<file path="src/rtl/mbrg_pkg.sv">
// Package for the multiply-with-carry bounded random generator.
// Holds operation codes, generator constants, the mask helper and the
// command/status structs shared by the controller and the datapath.
package mbrg_pkg;

    // Operation codes carried by a request
    typedef enum logic [2:0] {
        OP_CLEAR     = 3'd0,
        OP_SEED_BYTE = 3'd1,
        OP_COMMIT    = 3'd2,
        OP_LOAD      = 3'd3,
        OP_READ      = 3'd4,
        OP_RAW       = 3'd5,
        OP_BOUNDED   = 3'd6,
        OP_NONE      = 3'd7
    } op_t;

    localparam logic [31:0] MWC_MULT    = 32'd2131995753;
    localparam logic [31:0] WORD_ONES   = 32'hffff_ffff;
    localparam logic [31:0] FIXED_CARRY = MWC_MULT - 32'd1;
    localparam int          TRIES_W     = 16;

    // Commands from the controller to the datapath
    typedef struct packed {
        logic execute;     // request taken: run simple ops, capture draw operands
        logic step;        // advance the generator by one step
        logic capture_hi;  // hold the masked high word of a wide draw
        logic reject;      // count a rejected attempt
        logic set_ok;      // hold the accepted candidate as the result
        logic set_fail;    // hold a failed bounded draw as the result
        logic load_out;    // move the result into the output register
    } cmd_t;

    // Status from the datapath to the controller
    typedef struct packed {
        logic lim_zero;    // captured limit is zero
        logic lim_wide;    // captured limit needs more than 32 bits
        logic below;       // candidate lies below the limit
        logic give_up;     // generator stuck or attempts exhausted
        logic out_free;    // output register can take a result
    } stat_t;

    // All ones up to the highest set bit
    function automatic logic [31:0] bit_length_mask(input logic [31:0] m);
        logic [31:0] r;
        r = m;
        r = r | (r >> 1);
        r = r | (r >> 2);
        r = r | (r >> 4);
        r = r | (r >> 8);
        r = r | (r >> 16);
        return r;
    endfunction

endpackage

</file>
<file path="src/rtl/mbrg_datapath.sv">
// Datapath of the bounded random generator: generator and seed registers,
// step multiplier, draw candidate compare and the output register.
// Depends on mbrg_pkg.
module mbrg_datapath
    import mbrg_pkg::*;
(
    input  logic        clk,
    input  logic        rst_n,
    input  cmd_t        cmd,
    output stat_t       stat,
    input  logic [2:0]  operation,
    input  logic [7:0]  seed_byte,
    input  logic [63:0] limit,
    input  logic [31:0] load_word,
    input  logic [31:0] load_carry,
    input  logic        out_stall,
    output logic        out_valid,
    output logic [63:0] value,
    output logic        status,
    output logic [31:0] word_out,
    output logic [31:0] carry_out
);

    logic [31:0]        gen_word_reg,   gen_word_next;
    logic [31:0]        gen_carry_reg,  gen_carry_next;
    logic [31:0]        seed_word_reg,  seed_word_next;
    logic [31:0]        seed_carry_reg, seed_carry_next;
    logic [2:0]         seed_pos_reg,   seed_pos_next;
    logic [63:0]        lim_reg;
    logic [31:0]        mask_reg;
    logic [31:0]        hi_reg;
    logic [TRIES_W-1:0] tries_reg;
    logic [63:0]        res_value_reg;
    logic               res_status_reg;
    logic               out_valid_reg;
    logic [63:0]        out_value_reg;
    logic               out_status_reg;
    logic [31:0]        out_word_reg;
    logic [31:0]        out_carry_reg;

    logic [63:0]        step_x;
    logic [31:0]        seed_ext;
    logic [31:0]        seed_add;
    logic [63:0]        cand;
    logic               at_fixed;
    logic               commit_bump;
    op_t                op;

    assign op = op_t'(operation);

    // One generator step: 32x32 product plus carry
    assign step_x = (64'(MWC_MULT) * 64'(gen_word_reg)) + 64'(gen_carry_reg);

    // Sign-extended seed byte moved into its byte lane
    assign seed_ext = {{24{seed_byte[7]}}, seed_byte};
    assign seed_add = seed_ext << {seed_pos_reg[1:0], 3'b000};

    assign commit_bump = ((seed_word_reg == 32'd0) && (seed_carry_reg == 32'd0))
                      || ((seed_word_reg == WORD_ONES) && (seed_carry_reg == FIXED_CARRY));

    assign at_fixed = (gen_word_reg == WORD_ONES) && (gen_carry_reg == FIXED_CARRY);

    // Candidate for the bounded draw
    assign cand = stat.lim_wide ? {hi_reg, gen_word_reg}
                                : {32'd0, gen_word_reg & mask_reg};

    assign stat.lim_zero = (lim_reg == 64'd0);
    assign stat.lim_wide = (lim_reg[63:32] != 32'd0);
    assign stat.below    = (cand < lim_reg);
    assign stat.give_up  = at_fixed || (tries_reg == {TRIES_W{1'b1}});
    assign stat.out_free = !out_valid_reg || !out_stall;

    // Next generator and seed state
    always_comb
    begin
        gen_word_next   = gen_word_reg;
        gen_carry_next  = gen_carry_reg;
        seed_word_next  = seed_word_reg;
        seed_carry_next = seed_carry_reg;
        seed_pos_next   = seed_pos_reg;
        if (cmd.execute)
        begin
            unique case (op)
                OP_CLEAR:
                begin
                    seed_word_next  = 32'd0;
                    seed_carry_next = 32'd0;
                    seed_pos_next   = 3'd0;
                end
                OP_SEED_BYTE:
                begin
                    if (!seed_pos_reg[2])
                        seed_word_next = seed_word_reg + seed_add;
                    else
                        seed_carry_next = seed_carry_reg + seed_add;
                    seed_pos_next = seed_pos_reg + 3'd1;
                end
                OP_COMMIT:
                begin
                    gen_word_next  = seed_word_reg;
                    gen_carry_next = seed_carry_reg + {31'd0, commit_bump};
                end
                OP_LOAD:
                begin
                    gen_word_next  = load_word;
                    gen_carry_next = load_carry;
                end
                OP_RAW:
                begin
                    gen_word_next  = step_x[31:0];
                    gen_carry_next = step_x[63:32];
                end
                OP_READ, OP_BOUNDED, OP_NONE:
                begin
                end
                default:
                begin
                end
            endcase
        end
        else if (cmd.step)
        begin
            gen_word_next  = step_x[31:0];
            gen_carry_next = step_x[63:32];
        end
    end

    // Hold generator and seed state
    always_ff @(posedge clk or negedge rst_n)
    begin
        if (!rst_n)
        begin
            gen_word_reg   <= 32'd0;
            gen_carry_reg  <= 32'd1;
            seed_word_reg  <= 32'd0;
            seed_carry_reg <= 32'd0;
            seed_pos_reg   <= 3'd0;
        end
        else
        begin
            gen_word_reg   <= gen_word_next;
            gen_carry_reg  <= gen_carry_next;
            seed_word_reg  <= seed_word_next;
            seed_carry_reg <= seed_carry_next;
            seed_pos_reg   <= seed_pos_next;
        end
    end

    // Capture draw operands, count attempts and hold the result
    always_ff @(posedge clk or negedge rst_n)
    begin
        if (!rst_n)
        begin
            tries_reg <= '0;
        end
        else if (cmd.execute)
        begin
            tries_reg <= '0;
        end
        else if (cmd.reject)
        begin
            tries_reg <= tries_reg + TRIES_W'(1);
        end
    end

    always_ff @(posedge clk)
    begin
        if (cmd.execute)
        begin
            lim_reg  <= limit;
            mask_reg <= bit_length_mask((limit[63:32] != 32'd0) ? limit[63:32]
                                                                : limit[31:0]);
            res_status_reg <= (op == OP_BOUNDED) && (limit == 64'd0);
            res_value_reg  <= (op == OP_RAW) ? {32'd0, step_x[31:0]} : 64'd0;
        end
        else if (cmd.set_ok)
        begin
            res_value_reg  <= cand;
            res_status_reg <= 1'b0;
        end
        else if (cmd.set_fail)
        begin
            res_value_reg  <= 64'd0;
            res_status_reg <= 1'b1;
        end
        if (cmd.capture_hi)
            hi_reg <= gen_word_reg & mask_reg;
    end

    // Output register
    always_ff @(posedge clk or negedge rst_n)
    begin
        if (!rst_n)
            out_valid_reg <= 1'b0;
        else if (cmd.load_out)
            out_valid_reg <= 1'b1;
        else if (!out_stall)
            out_valid_reg <= 1'b0;
    end

    always_ff @(posedge clk)
    begin
        if (cmd.load_out)
        begin
            out_value_reg  <= res_value_reg;
            out_status_reg <= res_status_reg;
            out_word_reg   <= gen_word_reg;
            out_carry_reg  <= gen_carry_reg;
        end
    end

    assign out_valid = out_valid_reg;
    assign value     = out_value_reg;
    assign status    = out_status_reg;
    assign word_out  = out_word_reg;
    assign carry_out = out_carry_reg;

endmodule

</file>
<file path="src/rtl/mbrg_ctrl.sv">
// Controller of the bounded random generator: sequences generator steps,
// candidate checks and the hand-over of each result.
// Depends on mbrg_pkg.
module mbrg_ctrl
    import mbrg_pkg::*;
(
    input  logic       clk,
    input  logic       rst_n,
    input  logic       in_valid,
    output logic       in_stall,
    input  logic [2:0] operation,
    input  stat_t      stat,
    output cmd_t       cmd
);

    typedef enum logic [2:0] {
        S_IDLE,
        S_CHECK,
        S_STEP,
        S_STEP_LO,
        S_TEST,
        S_DONE
    } state_t;

    state_t state_reg, state_next;
    logic   accept;
    op_t    op;

    assign op       = op_t'(operation);
    assign in_stall = (state_reg != S_IDLE);
    assign accept   = in_valid && (state_reg == S_IDLE);

    // Decode commands and the next state
    always_comb
    begin
        cmd        = '0;
        state_next = state_reg;
        unique case (state_reg)
            S_IDLE:
            begin
                if (accept)
                begin
                    cmd.execute = 1'b1;
                    if (op == OP_NONE)
                        state_next = S_IDLE;
                    else if (op == OP_BOUNDED)
                        state_next = S_CHECK;
                    else
                        state_next = S_DONE;
                end
            end
            S_CHECK:
            begin
                // a zero limit goes straight to the hand-over as a failed draw
                if (stat.lim_zero)
                    state_next = S_DONE;
                else
                    state_next = S_STEP;
            end
            S_STEP:
            begin
                cmd.step   = 1'b1;
                state_next = stat.lim_wide ? S_STEP_LO : S_TEST;
            end
            S_STEP_LO:
            begin
                cmd.step       = 1'b1;
                cmd.capture_hi = 1'b1;
                state_next     = S_TEST;
            end
            S_TEST:
            begin
                // keep the candidate, give up on a stuck generator or exhausted attempts, or retry
                if (stat.below)
                begin
                    cmd.set_ok = 1'b1;
                    state_next = S_DONE;
                end
                else if (stat.give_up)
                begin
                    cmd.set_fail = 1'b1;
                    state_next   = S_DONE;
                end
                else
                begin
                    cmd.reject = 1'b1;
                    state_next = S_STEP;
                end
            end
            S_DONE:
            begin
                if (stat.out_free)
                begin
                    cmd.load_out = 1'b1;
                    state_next   = S_IDLE;
                end
            end
            default:
            begin
                state_next = S_IDLE;
            end
        endcase
    end

    // Hold state
    always_ff @(posedge clk or negedge rst_n)
    begin
        if (!rst_n)
            state_reg <= S_IDLE;
        else
            state_reg <= state_next;
    end

endmodule

</file>
<file path="src/rtl/mwc_bounded_random_generator_core.sv">
// Top level of the multiply-with-carry bounded random generator.
// Joins the controller and the datapath. Depends on mbrg_pkg.
//
// Takes one request at a time on the input channel and gives one result per
// request (operation 7 gives none). Clear, seed byte, commit, load, read and
// raw draw pass through the accepting state and then load the output register
// once it is free. A bounded draw passes through the accepting state, a limit
// check and, at the end, the load of the result; in between, each attempt
// takes a generator step in the single 32x32 multiply-add unit plus the
// candidate check, and a limit wider than 32 bits takes a second step, the
// first giving the high word. A zero limit goes from the check straight to
// the load; rejections add attempts. The output register holds each result
// until it is taken, and the next request is accepted once that register
// has been loaded.
module mwc_bounded_random_generator_core
    import mbrg_pkg::*;
(
    input  logic        clk,
    input  logic        rst_n,
    input  logic        in_valid,
    output logic        in_stall,
    input  logic [2:0]  operation,
    input  logic [7:0]  seed_byte,
    input  logic [63:0] limit,
    input  logic [31:0] load_word,
    input  logic [31:0] load_carry,
    output logic        out_valid,
    input  logic        out_stall,
    output logic [63:0] value,
    output logic        status,
    output logic [31:0] word_out,
    output logic [31:0] carry_out
);

    cmd_t  cmd;
    stat_t stat;

    mbrg_ctrl u_ctrl (
        .clk       (clk),
        .rst_n     (rst_n),
        .in_valid  (in_valid),
        .in_stall  (in_stall),
        .operation (operation),
        .stat      (stat),
        .cmd       (cmd)
    );

    mbrg_datapath u_datapath (
        .clk        (clk),
        .rst_n      (rst_n),
        .cmd        (cmd),
        .stat       (stat),
        .operation  (operation),
        .seed_byte  (seed_byte),
        .limit      (limit),
        .load_word  (load_word),
        .load_carry (load_carry),
        .out_stall  (out_stall),
        .out_valid  (out_valid),
        .value      (value),
        .status     (status),
        .word_out   (word_out),
        .carry_out  (carry_out)
    );

endmodule
</file>
<file path="config.mk">
export PLATFORM = sky130hd
export DESIGN_NAME = mwc_bounded_random_generator_core
export DESIGN_NICKNAME = d
export VERILOG_FILES = /design/src/rtl/mbrg_pkg.sv /design/src/rtl/mbrg_datapath.sv /design/src/rtl/mbrg_ctrl.sv /design/src/rtl/mwc_bounded_random_generator_core.sv
export SDC_FILE = /design/constraint.sdc
export NUM_CORES = 2
export LEC_CHECK = 0
export ABC_AREA = 1
export BUFFER_PORTS_ARGS = -buffer_cell sky130_fd_sc_hd__buf_4
export CORE_ASPECT_RATIO = 1.4
export CORE_MARGIN = 2
export CORE_UTILIZATION = 57
export DETAILED_ROUTE_END_ITERATION = 7
export GPL_TIMING_DRIVEN = 0
export PLACE_DENSITY = 0.78
export SLEW_MARGIN = 20
export SYNTH_ARGS = -nofsm -noshare
export SYNTH_HDL_FRONTEND = slang
export SYNTH_SLANG_ARGS = --single-unit
</file>
<file path="constraint.sdc">
create_clock -name clk -period 7.17 [get_ports clk]
set_input_delay 1.434 -clock clk [delete_from_list [all_inputs] [get_ports clk]]
set_output_delay 1.434 -clock clk [all_outputs]
set_load 0.05 [all_outputs]
</file>
Word level (Yosys, flattened, before mapping). Index checks and enable logic that the tools add are counted.

Bitwise logic cells: 6. Add/sub/neg operators: 6. Reductions and logical operators: 29. Shift operators: 1. $lt $le $gt $ge: 1. Multipliers: 1. Equality and inequality tests: 22. Mux-type cells: 45.

Operator list (count): 2-to-1 mux 32 bit (8); 2-to-1 mux 64 bit (4); one-hot mux 32 bit (3 select lines) (2); logical NOT 64 bit (2); one-hot mux 32 bit (2 select lines) (2); adder 32 bit (2); adder 63 x 32 -> 64 bit (1); equality test 32 x 31 -> 1 bit (second input constant) (2); equality test 32 bit (second input constant) (2); logical NOT 32 bit (2); less-than comparator 64 bit (1); nonzero test 32 bit (2); multiplier 31 x 32 -> 63 bit (first input constant) (1); adder 32 x 1 -> 32 bit (1); bitwise AND 32 bit (1); 2-to-1 mux 16 bit (2); OR 32 x 16 -> 32 bit (1); OR 32 x 24 -> 32 bit (1); OR 32 x 28 -> 32 bit (1); OR 32 x 30 -> 32 bit (1); OR 32 x 31 -> 32 bit (1); << shifter 32 x 5 -> 32 bit (1); 2-to-1 mux 3 bit (9); one-hot mux 3 bit (6 select lines) (1); other kinds (20) (60).

Word-level logic and storage cells: 128. Output and inout bits: 131. Register bits: 473.

Logic depth before layout (Yosys ltp).
Depth after elaboration: 9. Depth in mapped cells: 29. Mapped depth without buffers: 29.

Modules after synthesis. Synthesis repeated with hierarchy kept, for this count alone.

Cell total of the unflattened synthesis: 5080. Area, all modules: 45737.6 um2.

Modules (own cells, without submodules): mbrg_datapath (cells an instance 5031, seq. area each 13374.1 um2, area an instance 45461.1 um2, times used 1); mbrg_ctrl (cells an instance 49, seq. area each 75.1 um2, area an instance 276.5 um2, times used 1).

Least setup slack after synthesis. No wires, ideal clock.

Path type: in2reg. Start: in out_stall. End: reg u_datapath.out_carry_reg[0] (netlist: u_datapath.carry_out[0]) (enable). Arrival: 7.664 ns. Data required time: 6.509 ns. Cell stages on the path: 1. Library setup time: 0.661 ns. Slack: -1.155 ns. Cells stage by stage: a21oi_1.

Word-level cells in the longest chain between the ends: 4.

RTL lines: start, declared (line mwc_bounded_random_generator_core.sv:28) `input logic out_stall,`; logical NOT 1 bit (line mbrg_datapath.sv:71) `assign stat.out_free = !out_valid_reg || !out_stall;`; logical OR 1 bit (line mbrg_datapath.sv:71); 2-to-1 mux 1 bit (line mbrg_ctrl.sv:92) `if (stat.out_free)`; 2-to-1 mux 1 bit (line mbrg_ctrl.sv:38) `unique case (state_reg)`; end signal, assigned (line mbrg_datapath.sv:208) `out_carry_reg <= gen_carry_reg;`; end, declared (line mbrg_datapath.sv:39) `logic [31:0] out_carry_reg;`.

No other way between the ends. A chain may end at the register's enable or synchronous reset.

Worst setup path in the final report.
Start: reg u_datapath.gen_word_reg[4]. End: reg u_datapath.gen_carry_reg[23].

Word-level cells in the longest chain between the ends: 4. Elaborated cells between the ends (all ways): 5. Classes of those cells: add/sub (1); mul (1); mux (3).

RTL lines: start, declared (line mbrg_datapath.sv:24) `logic [31:0] gen_word_reg, gen_word_next;`; start signal, assigned (line mbrg_datapath.sv:141) `gen_word_reg <= gen_word_next;`; multiplier 31 x 32 -> 63 bit (*) (line mbrg_datapath.sv:52) `assign step_x = (64'(MWC_MULT) * 64'(gen_word_reg)) + 64'(gen_carry_reg);`; adder 63 x 32 -> 64 bit (*) (line mbrg_datapath.sv:52); one-hot mux 32 bit (3 select lines) or 2-to-1 mux 32 bit (tied branches) (line mbrg_datapath.sv:83, mbrg_datapath.sv:121); 2-to-1 mux 32 bit (*) (line mbrg_datapath.sv:81) `if (cmd.execute)`; end signal, assigned (line mbrg_datapath.sv:142) `gen_carry_reg <= gen_carry_next;`; end, declared (line mbrg_datapath.sv:25) `logic [31:0] gen_carry_reg, gen_carry_next;`.

Mark *: on every way between the ends. The rest lies on a longest branch, timed or not. The select of a mux whose other input is x is not followed.

==> flow_summary.ini <==
[outcome]
status = finished clean

[place]
portBuffers = 273
dp_cells = 6249
gp_routability_congestion = 1.079
dpl_cell_area_sq_um = 48860
hpwl_microns = 127500

[floorplan]
ioPinCount = 274
start_util_pct = 57.34
die_y_microns = 337.1
core_area_sq_um = 78770
die_area_sq_um = 81540
fp-row-count = 122
die_w_microns = 241.9

[route]
drtAntennaViolNets = 0
vias = 37910
drc = 0
dr.pass1.iters = 8
routed_wl_microns = 157600
wl_per_cell_microns = 24.63
viasPerCell = 5.924
first_iter_violations = 3741

[sta]
maxSlewHeadroom_pct = 39.11
hold_viol_final = 0
fin_skew_ns = 0.05346
tightest_slew_ns = 0.9038
worst_hold_slack_ns = 0.4137
post-route-min-period_ns = 7.128
setup_viol = 0
fmax_ghz = 0.1403
fin_crit_sh_pct = 99.41
rsz0062_at_grt = yes
drv_slew = 0

[setup_path]
cp_max_fo = 4
cp_data_required_time_ns = 7.73
cp.arrival_ns = 7.69
cp-start-kind = flip-flop
crit_type = flip-flop to flip-flop
r2r_cells = 23
critPathCaptureType = flip-flop

[global_routing]
antenna_found_initial = 6
grt_max_degree = 81
grt.total_usage_pct = 38.68
first_global_vias = 38380
grt_pass1_wl_microns = 231800
globalRouteOverflowTotal = 0

[finish]
layout-drive-gt1-share_pct = 11.87
instances_no_fill = 6399
fin_util_pct = 65.43
fin_nets = 6441
fill_cells = 6354
fin_area_sq_um = 51540
area_growth_pct = 14.10

[logic_synthesis]
syn_inst = 4908
seq_area_frac_synth_pct = 29.78
ys_warn_count = 0
synth_top_cell_by_area = edfxtp_1
yosysUniqueCellTypes = 70
synthArstFlopShare_pct = 31.92
syn_area_sq_um = 45170
ys.flop_type = edfxtp_1
avgSynthCellArea_sq_um = 9.202
synth.net_count = 6047
synth_top_area_share_pct = 21.41
synth_area_leaders = edfxtp_1, fa_1, ha_1
synth-edff-count = 322
ys_ff_latch = 473

[clocking]
clk_pin_slew_ns = 0.07
cts_max_path_buffers = 3
cts.sinks = 473
clk_latency_ns = 0.66
cts_made_buffers = 48
htree_num_levels = 2
cts_root_buf = clkbuf_16
cts_tree = yes

[min_path]
hold_path_class = flip-flop to flip-flop
hold_depth = 0

[job]
maxCapViolations = 0
-- critical path: stages (launching register included) --
cell	delay [ns]
dfrtp_4	0.43
inv_1	0.13
fa_2	0.69
inv_1	0.13
fa_1	0.57
fa_1	0.43
fa_1	0.47
fa_1	0.55
fa_1	0.46
fa_1	0.52
fa_1	0.45
ha_4	0.34
nand2_1	0.10
nor2_1	0.15
inv_1	0.07
nor2_1	0.12
a21oi_1	0.11
o211ai_1	0.43
a21o_1	0.22
xor2_2	0.29
nand2_1	0.08
nand3_1	0.10
nand3_1	0.08
nand2_1	0.08
-- stage by stage --
step                setup WS (ns)  TNS (ns)
finish                    0.04244         0
global route              -0.1278   -0.4039
CTS                      0.005343         0
detailed placement         -1.360    -29.75
global placement           -1.315    -59.15
floorplan                  0.7008         0
-- cell families (layout without fill, tap and decap cells) --
group	count (synthesis)	in the layout	share of synthesized area [%]
DFF	473	473	29.78
buffers and inverters	1146	1578	9.657
other	0	5	0
xor gates and xnor gates	74	74	1.435
AOI/OAI and AO/OA	767	767	9.776
and+or+nand+nor	1452	1452	14.22
adders and majority gates	996	996	35.14
-- layer usage --
metal  vias to the layer above  part of all wire (%)  track usage [%]
li1                      16890                     -                -
met1                     18140                    34            43.63
met2                      2175                    46            62.44
met3                       705                   9.6            8.469
met4                         2                    11            33.87
met5                         -                0.0082                0
-- area by class of cell --
cell class,instances,area (sq um),area share [%]
Antenna cell,5,12.51,0.02428
Buffer,82,371.6,0.7211
Clock buffer,58,1281,2.486
Clock inverter,30,411.6,0.7988
Inverter,1064,4020,7.801
Multi-Input combinational cell,3289,27720,53.79
Sequential cell,473,13550,26.30
Tap cell,1054,1319,2.559
Timing Repair Buffer,344,2843,5.516
-- cell usage in the layout, fill, tap and decap left out, types with 13 or more instances in the layout --
cell / netlist / final
a21oi_1: 302 / 292
nand4_1: 66 / 66
xnor2_1: 18 / 16
fa_1: 454 / 448
buf_4: 9 / 333
nor2_1: 361 / 357
buf_2: 20 / 20
a221oi_1: 17 / 14
a22oi_1: 21 / 21
a21o_1: 15 / 15
xor2_1: 56 / 49
o21ai_0: 234 / 223
nand2_1: 681 / 678
clkbuf_1: 44 / 51
nor3_1: 72 / 69
dfrtp_4: 0 / 26
o21ai_1: 14 / 24
nor4_1: 53 / 50
inv_2: 12 / 13
o22ai_1: 29 / 29
nand3_1: 143 / 141
edfxtp_1: 322 / 322
o21a_1: 13 / 13
dfrtp_1: 150 / 118
ha_1: 542 / 529
a31oi_1: 29 / 28
clkbuf_16: 0 / 50
inv_1: 1049 / 1041
-- Yosys cell counts (8+ instances only) --
library cell and number:
a21o_1 15, a21oi_1 302, a221oi_1 17, a22oi_1 21, a31oi_1 29, a32o_1 8, buf_1 8, buf_2 20
buf_4 9, clkbuf_1 44, dfrtp_1 150, edfxtp_1 322, fa_1 454, ha_1 542, inv_1 1049, inv_2 12
nand2_1 681, nand3_1 143, nand3b_1 9, nand4_1 66, nor2_1 361, nor2_4 10, nor3_1 72, nor4_1 53
o21a_1 13, o21ai_0 234, o21ai_1 14, o21ai_2 10, o21bai_1 11, o22ai_1 29, o31ai_1 9, or2_2 12
xnor2_1 18, xor2_1 56
-- worst paths after layout --
path	slack [ns]	endpoint	start
max reg2reg	0.04	u_datapath.gen_carry_reg[23]$_DFFE_PN0P_	u_datapath.gen_word_reg[4]$_DFFE_PN0P_
min reg2reg	0.41	u_datapath.value[60]$_DFFE_PP_	u_datapath.res_value_reg[60]$_SDFFCE_PP0P_
min in group asynchronous	0.75	u_datapath.seed_carry_reg[17]$_DFFE_PN0P_	rst_n
max in group asynchronous	5.52	u_datapath.gen_word_reg[9]$_DFFE_PN0P_	rst_n
min	0.41	u_datapath.value[60]$_DFFE_PP_	u_datapath.res_value_reg[60]$_SDFFCE_PP0P_
max	0.04	u_datapath.gen_carry_reg[23]$_DFFE_PN0P_	u_datapath.gen_word_reg[4]$_DFFE_PN0P_
-- repair_timing --
action                     CTS  global route
hold buffers                 0             0
setup endpoints to repair   45            30
gates resized for setup     60            82
pin swaps                    0            15
buffers inserted            36            21
Power is left out: the tool's default activity adds up to more than one toggle a clock period on the data nets, which glitch-free logic cannot reach.
